**src/rtl/pbr_byte_div.sv**
```systemverilog
// pbr_byte_div: five-stage restoring divider giving a byte quotient that saturates at 255
// no dependencies; a zero divisor also saturates
module pbr_byte_div #(
  parameter int unsigned NUM_W = 40,
  parameter int unsigned DEN_W = 35
) (
  input  logic             clk_i,
  input  logic             en_i,
  input  logic [NUM_W-1:0] num_i,
  input  logic [DEN_W-1:0] den_i,
  output logic [7:0]       quot_o
);

  localparam int unsigned CW = (NUM_W > DEN_W + 8) ? NUM_W : DEN_W + 8;

  logic [NUM_W-1:0] rem_q [5];
  logic [DEN_W-1:0] den_q [5];
  logic [7:0]       quo_q [5];
  logic             sat_q [5];
  logic [NUM_W-1:0] rem_d [5];
  logic [7:0]       quo_d [5];
  logic             sat_d;

  always_comb begin
    logic [CW-1:0] r;
    logic [CW-1:0] dsh;
    int            b;
    sat_d    = (den_i == '0) || (CW'(num_i) >= (CW'(den_i) << 8));
    rem_d[0] = num_i;
    quo_d[0] = '0;
    for (int s = 1; s < 5; s++) begin
      r  = CW'(rem_q[s-1]);
      quo_d[s] = quo_q[s-1];
      // two quotient bits per stage, msb first
      for (int j = 0; j < 2; j++) begin
        b   = 9 - 2 * s - j;
        dsh = CW'(den_q[s-1]) << b;
        if (r >= dsh) begin
          r           = r - dsh;
          quo_d[s][b] = 1'b1;
        end
      end
      rem_d[s] = r[NUM_W-1:0];
    end
  end

  always_ff @(posedge clk_i) begin
    if (en_i) begin
      rem_q[0] <= rem_d[0];
      den_q[0] <= den_i;
      quo_q[0] <= quo_d[0];
      sat_q[0] <= sat_d;
      for (int s = 1; s < 5; s++) begin
        rem_q[s] <= rem_d[s];
        den_q[s] <= den_q[s-1];
        quo_q[s] <= quo_d[s];
        sat_q[s] <= sat_q[s-1];
      end
    end
  end

  assign quot_o = sat_q[4] ? 8'hFF : quo_q[4];

endmodule

```
**config.mk**
```make
export PLATFORM = sky130hd
export DESIGN_NAME = pbr_byte_div
export DESIGN_NICKNAME = d
export VERILOG_FILES = /design/src/rtl/pbr_byte_div.sv
export SDC_FILE = /design/constraint.sdc
export NUM_CORES = 1
export LEC_CHECK = 0
export BUFFER_PORTS_ARGS = -buffer_cell sky130_fd_sc_hd__buf_2
export CORE_UTILIZATION = 30
export DETAILED_ROUTE_END_ITERATION = 10
export PLACE_DENSITY = 0.49
export SLEW_MARGIN = 0
export SYNTH_ARGS = -nofsm -noshare
export SYNTH_HDL_FRONTEND = slang
export SYNTH_SLANG_ARGS = --single-unit
```
**constraint.sdc**
```tcl
create_clock -name clk_i -period 8.7 [get_ports clk_i]
set_clock_uncertainty 0.2 [all_clocks]
set_input_delay 0.435 -clock clk_i [delete_from_list [all_inputs] [get_ports clk_i]]
set_output_delay 0.435 -clock clk_i [all_outputs]
set_load 0.1 [all_outputs]
```
; Yosys cells after proc, flatten, opt, wreduce, memory -nomap -nowiden
; Memories as Yosys holds them, arrays and structs flattened.
; Cells that the tools add are included.
[classes]
add_sub_neg = 8
order_cmp = 9
n_mux = 19
reduce_logical = 2
[ops]
columns = operator, n
row1 = $mux W43, 4
row2 = $mux W40, 4
row3 = $ge A40 B43 Y1, 1
row4 = $ge A43 B35 Y1, 1
row5 = $ge A43 B37 Y1, 1
row6 = $ge A43 B39 Y1, 1
row7 = $ge A43 B41 Y1, 1
row8 = $sub A40 B42 Y43, 1
row9 = $ge A40 B42 Y1, 1
row10 = $sub A40 B36 Y41, 1
row11 = $sub A40 B38 Y41, 1
row12 = $sub A40 B40 Y41, 1
row13 = $ge A40 B36 Y1, 1
row14 = $ge A40 B38 Y1, 1
row15 = $ge A40 B40 Y1, 1
row16 = $sub A40 B35 Y40, 1
row17 = $sub A40 B37 Y40, 1
row18 = $sub A40 B39 Y40, 1
row19 = $sub A40 B40 Y40, 1
row20 = $logic_not A35 Y1, 1
row21 = $mux W1, 10
row22 = $mux W8, 1
row23 = $logic_or A1 B1 Y1, 1
[word_totals]
reg_bits = 0
mem_bits_rw = 420
in_bits = 77
output_inout_bits = 8
wordCells = 42
mem_count = 4
[memory_table]
columns = name, depth, width, rd, rd_clocked_by_memory_dff, wr, line_no
row1 = rem_q, 5, 40, 4, 0, 5, 16  ; logic [NUM_W-1:0] rem_q [5];
row2 = den_q, 5, 35, 4, 0, 5, 17  ; logic [DEN_W-1:0] den_q [5];
row3 = quo_q, 5, 8, 5, 0, 5, 18  ; logic [7:0] quo_q [5];
row4 = sat_q, 5, 1, 5, 0, 5, 19  ; logic sat_q [5];

; Depth between registers and ports, before layout
; Gate-level depths: netlist of run 1.
; An unclocked memory read counts as a cell.
[depth]
depth_word = 5
ltp_mapped = 28
ltp_nobuf = 24

; Least setup slack after synthesis of run 1
; OpenSTA, ideal clock, no wires.
[synth_path]
kind = reg-to-reg
start = mem rem_q[0][7]
end = mem rem_q[1][32], in the netlist rem_q[0][72], data pin
setup_ns = 0.260
t_arrival_ns = 6.516
setup_slack_ns = 1.724
path_stages_with_launch = 26
n_path_buf = 2
synth_period_minus_slack_ns = 6.976
path_cell_list = edfxtp_1 -> inv_1 -> ha_1 -> inv_1 -> fa_1 -> a21oi_1 -> o211ai_1 -> and4_1 -> o21ba_1 -> o21a_1 -> or3_1 -> a211oi_4 -> clkbuf_1 -> mux2_2 -> ha_1 -> o21a_1 -> o31a_1 -> nor4b_4 -> o31ai_1 -> a31o_1 -> a211o_1 -> a311oi_2 -> o21ai_1 -> a221oi_4 -> buf_6 -> mux2_2
[synth_lines]
columns = element, line_no
row1 = "start, declared", 16

==> results.md, run 1 <==
- Synthesized instance count: 2822
- Syn Std Cell Area: 0.0270 mm²
- Number of global-route vias before repair: 20400
- Detailed-placement wirelength estimate: 60.0 mm
- CP Buf/Inv Count: 4
- Core area: 0.0888 mm²
- Setup-failing EPs final: 0
- Ys flop type: edfxtp_1
- Yosys reg bits: 325
- Die Y: 302 µm
- Slowest-stage cell, CP: a211oi_4
- Most common cell after layout, fill and taps aside: edfxtp_1
- CTS max path bufs: 3
- Die ar.: 0.0912 mm²
- Fin. Hold Viols: 0
- Tightest Pin Transition: 1050 ps
- Worst-path maximum fanout: 35
- CTS tree: done
- WP data required: 8800 ps
- DR pass1 iterations: 5
- Final WL: 73.1 mm
- Routed wire length per instance: 17.5 µm
- Reg clk slew, reported paths: 60 ps
- Hold crit path type: in -> reg
- Share of layout cells above drive strength 1: 0.0968
- Hold-fix buffers, CTS: 74
- Leakage: 13.0 nW
- Dominant cell type by area after synthesis: edfxtp_1
- Via Count: 20800
- Post-CTS Repair Setup Buffers: 0
- GRT Total Usage: 0.158
- CTS buffer count: 38
- Synth warn: 0
- Maximum VDD drop: 0.123 mV
- FFs w/ async S/R, synth: 0
- CP top delay family: compound AO/OA/AOI/OAI gates
- Most frequent cells in the layout: edfxtp_1, ha_1, inv_1
- Cell Rows: 109
- H-tree depth: 2
- Post-synth EDFFs: 325
- Type of origin of the critical path: register
- Critical Path AT: 8000 ps
- Register area share after synthesis: 0.361
- Slew HR: 0.295
- Worst setup EP type: register
- Max-Cap Viols: 0
- Die width: 302 µm
- Post-CTS Resized: 0
- Hold Slack: 5.42 ps
- Clock sink total: 325
- Root Buffer Master: clkbuf_16
- Gpl congestion: 0.914
- Syn_area_per_cell: 9.57 µm²
- GRT overflow: 0
- Via density: 5.00
- # diodes: 0
- Fin crit period: 7900 ps
- P&R area growth vs syn: 13.9%
- Initial antenna violation count: 0
- Top cells by area, synth: edfxtp_1, ha_1, a21oi_1
- Setup TNS: 0 ps
- Final ANT Viol Nets: 0
- Largest net degree at the start of global routing: 153
- Crit share post-route: 0.908
- PD cells: 364 mW/mm²
- Final nets: 3371
- RSZ-0062 raised after global routing: no
- Residual DRC count: 0
- Global-route wire length before repair: 113 mm
- Starting Density: 0.304
- Status: completed
- IO Pins: 85
- Top cell type's share of synthesized area: 0.361
- Fmax: 127 MHz
- Count of cell types in the netlist: 79
- Finished Core Util: 0.346
- PortBufs: 84
- Crit Path Category: reg -> reg
- Iteration-0 DRC Markers: 1244
- Pins Over Slew Limit: 0
- Slowest cell delay on critical path: 720 ps
- Synth Net Count: 3216
- Latest clock arrival within the worst-skew pair: 560 ps
-- registers in the layout, summed over array words and instances, names as in the netlist --
signal and cells:
den_q 140, rem_q 160, sat_q 5, quo_q 20
-- final timing paths --
kind	start	to	slack [ps]	cells after the start
worst max-delay path	rem_q[0][7]	rem_q[0][60]	800	25
worst min-delay path	den_i[1]	den_q[0][1]	5	1
worst max register to register	rem_q[0][7]	rem_q[0][60]	800	25
worst min register to register	sat_q[2]	sat_q[3]	220	0
-- area by class of cell --
cell class	count	area, µm²
timing repair buffer	176	1340
clock inverter	22	144
multi-input combinational	2189	16100
sequential	325	9760
clock buffer	46	1040
fill	9032	58000
inverter	247	927
tap	1165	1460
-- kinds of logic after synthesis --
kind of cell,after synthesis,synth area share
AOI/OAI and AO/OA,850,0.203
and+or+nand+nor,699,0.127
DFF,325,0.361
adders and majority gates,317,0.149
buffers and inverters,308,0.0440
xor gates and xnor gates,197,0.0642
muxes,126,0.0520
-- synthesized netlist by cell type (all sizes together) (41+ instances only) --
cell type / instances
mux2: 115
ha: 310
xor2: 74
nand2: 232
o21ai: 201
nor2: 146
nand3: 42
inv: 247
a21o: 142
clkbuf: 47
nand4: 50
edfxtp: 325
xnor2: 123
o21a: 41
a21oi: 228
-- per-stage QoR --
| step | setup WS (ps) | std cells | power [mW] | area [µm²] |
|---|---|---|---|---|
| 2_1_floorplan | 1720 | 2822 | 8.00 | 27000 |
| 3_3_place_gp | 1000 | 4028 | 9.64 | 28800 |
| 3_5_place_dp | 859 | 4028 | 9.60 | 28800 |
| 4_1_cts | 795 | 4170 | 11.2 | 30800 |
| 5_1_grt | 309 | 4170 | 12.2 | 30800 |
| 6_report | 798 | 4170 | 11.2 | 30800 |
-- report_power, final --
group          total [mW]  switching, mW  internal (mW)
Clock                1.51          0.629          0.885
Sequential           2.54          0.237           2.31
Combinational        7.14           3.94           3.20
-- layer usage --
metal  up-vias  routed length, µm  track usage  share of wire
li1      10800                  -            -              -
met1      9579              37100        0.224           0.51
met2       358              32100        0.254           0.44
met3        95               1820       0.0141          0.025
met4         0               2180       0.0500          0.030
met5         -                  0            0              0
No activity file was read; power rests on OpenSTA's default activity.
==> run 2, diff against run 1 <==
--- a/config.mk
+++ b/config.mk
@@ -8,6 +8,7 @@
 export BUFFER_PORTS_ARGS = -buffer_cell sky130_fd_sc_hd__buf_2
 export CORE_UTILIZATION = 30
 export DETAILED_ROUTE_END_ITERATION = 10
+export HOLD_SLACK_MARGIN = 0.08
 export PLACE_DENSITY = 0.49
 export SLEW_MARGIN = 0
 export SYNTH_ARGS = -nofsm -noshare
==> results.md, run 2 (synthesis gave the netlist of run 1 again) <==
- Status: completed
- Starting Density: 0.304 (unchanged)
- DR pass1 iterations: 5 (unchanged)
- Via Count: 20900 (+0.082%)
- Post-CTS Resized: 0 (unchanged)
- Multi-input logic area: 0.0161 mm² (unchanged)
- # diodes: 0 (unchanged)
- Residual DRC count: 0 (unchanged)
- Core area: 0.0888 mm² (unchanged)
- Reg clk slew, reported paths: 60 ps (about the same)
- Final Cell Area: 0.0308 mm² (about the same)
- Largest reg by FF count: rem_q
- CTS tree: done
- Fin. Hold Viols: 0 (unchanged)
- Final ANT Viol Nets: 0 (unchanged)
- Pins Over Slew Limit: 0 (unchanged)
- Slew HR: 0.314 (+0.0196)
- Max FFs per register: 160 (unchanged)
- Worst setup EP type: register
- Setup TNS: 0 ps (unchanged)
- Tightest Pin Transition: 1020 ps (-29.2 ps)
- Design Power: 11.2 mW (about the same)
- Most common cell after layout, fill and taps aside: edfxtp_1
- Most frequent cells in the layout: edfxtp_1, ha_1, inv_1
- Maximum VDD drop: 0.123 mV (+0.13%)
- Final nets: 3372 (+0.030%)
- Share of layout cells above drive strength 1: 0.0968 (about the same)
- Fmax: 127 MHz (+0.10%)
- Die Y: 302 µm (unchanged)
- Max-Cap Viols: 0 (unchanged)
- PD cells: 364 mW/mm² (about the same)
- Cell Rows: 109 (unchanged)
- Iteration-0 DRC Markers: 1197 (-3.8%)
- GRT overflow: 0 (unchanged)
- Area post-placement: 0.0288 mm² (unchanged)
- Largest net degree at the start of global routing: 153 (unchanged)
- WP data required: 8800 ps (about the same)
- Via density: 5.00 (about the same)
- CTS buffer count: 38 (unchanged)
- Die ar.: 0.0912 mm² (unchanged)
- FF+latch area: 0.00976 mm² (unchanged)
- Final WL: 73.1 mm (about the same)
- Hold crit path type: reg -> reg
- P&R area growth vs syn: 13.9% (about the same)
- Worst-path maximum fanout: 35 (unchanged)
- # fillers: 9030 (-0.022%)
- CTS max path bufs: 3 (unchanged)
- Root Buffer Master: clkbuf_16
- Detailed-placement wirelength estimate: 60.0 mm (unchanged)
- Largest registers: rem_q: 160 flops, den_q: 140 flops, quo_q: 20 flops
- Routed wire length per instance: 17.5 µm (-0.11%)
- RSZ-0062 raised after global routing: no
- Type of origin of the critical path: register
- Latest clock arrival within the worst-skew pair: 560 ps (about the same)
- Initial antenna violation count: 0 (unchanged)
- Finished Core Util: 0.347 (about the same)
- Clock sink total: 325 (unchanged)
- Crit share post-route: 0.907 (-0.000943)
- Post-CTS Repair Setup Buffers: 0 (unchanged)
- Setup-failing EPs final: 0 (unchanged)
- IO Pins: 85 (unchanged)
- GRT Total Usage: 0.158 (about the same)
- Leakage: 13.0 nW (about the same)
- Critical Path AT: 7990 ps (about the same)
- Fin crit period: 7890 ps (-8.20 ps)
- PortBufs: 84 (unchanged)
- H-tree depth: 2 (unchanged)
- Gpl congestion: 0.914 (unchanged)
- Die width: 302 µm (unchanged)
- Crit Path Category: reg -> reg
- Number of global-route vias before repair: 20400 (+0.054%)
- Global-route wire length before repair: 113 mm (about the same)
## run 2: area by class of cell
class,count,share of cell area
flip-flops and latches,325,0.317
well taps,1165,0.0474
multi-input cells,2189,0.523
clock buffers,46,0.0340
inverters,247,0.0301
repair buffers,177,0.0440
clock inverters,22,0.00468
## run 2: repair_timing
action / 4_1_cts / 5_1_grt
hold buffers: 75 / 0
endpoints found under the setup margin: 0 / 0
endpoints found under the hold margin: 75 / 0
## run 2: per-layer routing
| metal | track usage | vias up | routed length [µm] |
|---|---|---|---|
| met3 | 0.0142 | 99 | 1860 |
| met4 | 0.0524 | 0 | 2300 |
| li1 | - | 10800 | - |
| met5 | 0 | - | 0 |
| met1 | 0.224 | 9567 | 37100 |
| met2 | 0.253 | 378 | 31900 |
## run 2: per-stage QoR
step / hold slack (ps) / worst slack, ps / cells
6_report: 214 / 806 / 4171
5_1_grt: 220 / 309 / 4171
4_1_cts: 217 / 795 / 4171
3_5_place_dp: 206 / 859 / 4028
3_3_place_gp: 202 / 1000 / 4028
2_1_floorplan: 200 / 1720 / 2822
## run 2: power by group
| part | total [mW] | switching, mW | internal (mW) |
|---|---|---|---|
| combinational | 7.13 | 3.94 | 3.20 |
| clock | 1.51 | 0.630 | 0.885 |
| sequential | 2.54 | 0.238 | 2.31 |
| total | 11.2 | 4.81 | 6.39 |
## run 2: final timing paths
| kind | depth (start not counted) | from | slack, ps | endpoint |
|---|---|---|---|---|
| worst max-delay path | 25 | rem_q[0][7] | 810 | rem_q[0][60] |
| worst min-delay path | 0 | sat_q[2] | 210 | sat_q[3] |
| worst max register to register | 25 | rem_q[0][7] | 810 | rem_q[0][60] |
| worst min register to register | 0 | sat_q[2] | 210 | sat_q[3] |
## run 2: critical path, stage by stage (launching register included)
cell and delay, ps:
edfxtp_1 390, inv_1 70, ha_1 170, inv_1 60, fa_1 420, a21oi_1 240, o211ai_1 160, and4_1 260
o21ba_1 220, o21a_1 230, or3_1 420, a211oi_4 720, o21ai_0 350, ha_1 380, nor2b_1 140, o31a_1 290
nor4b_4 290, o31ai_1 120, buf_4 170, a31o_1 220, a211o_1 390, a311oi_2 420, o21ai_1 190, a221oi_4 250
buf_4 430, mux2_2 400
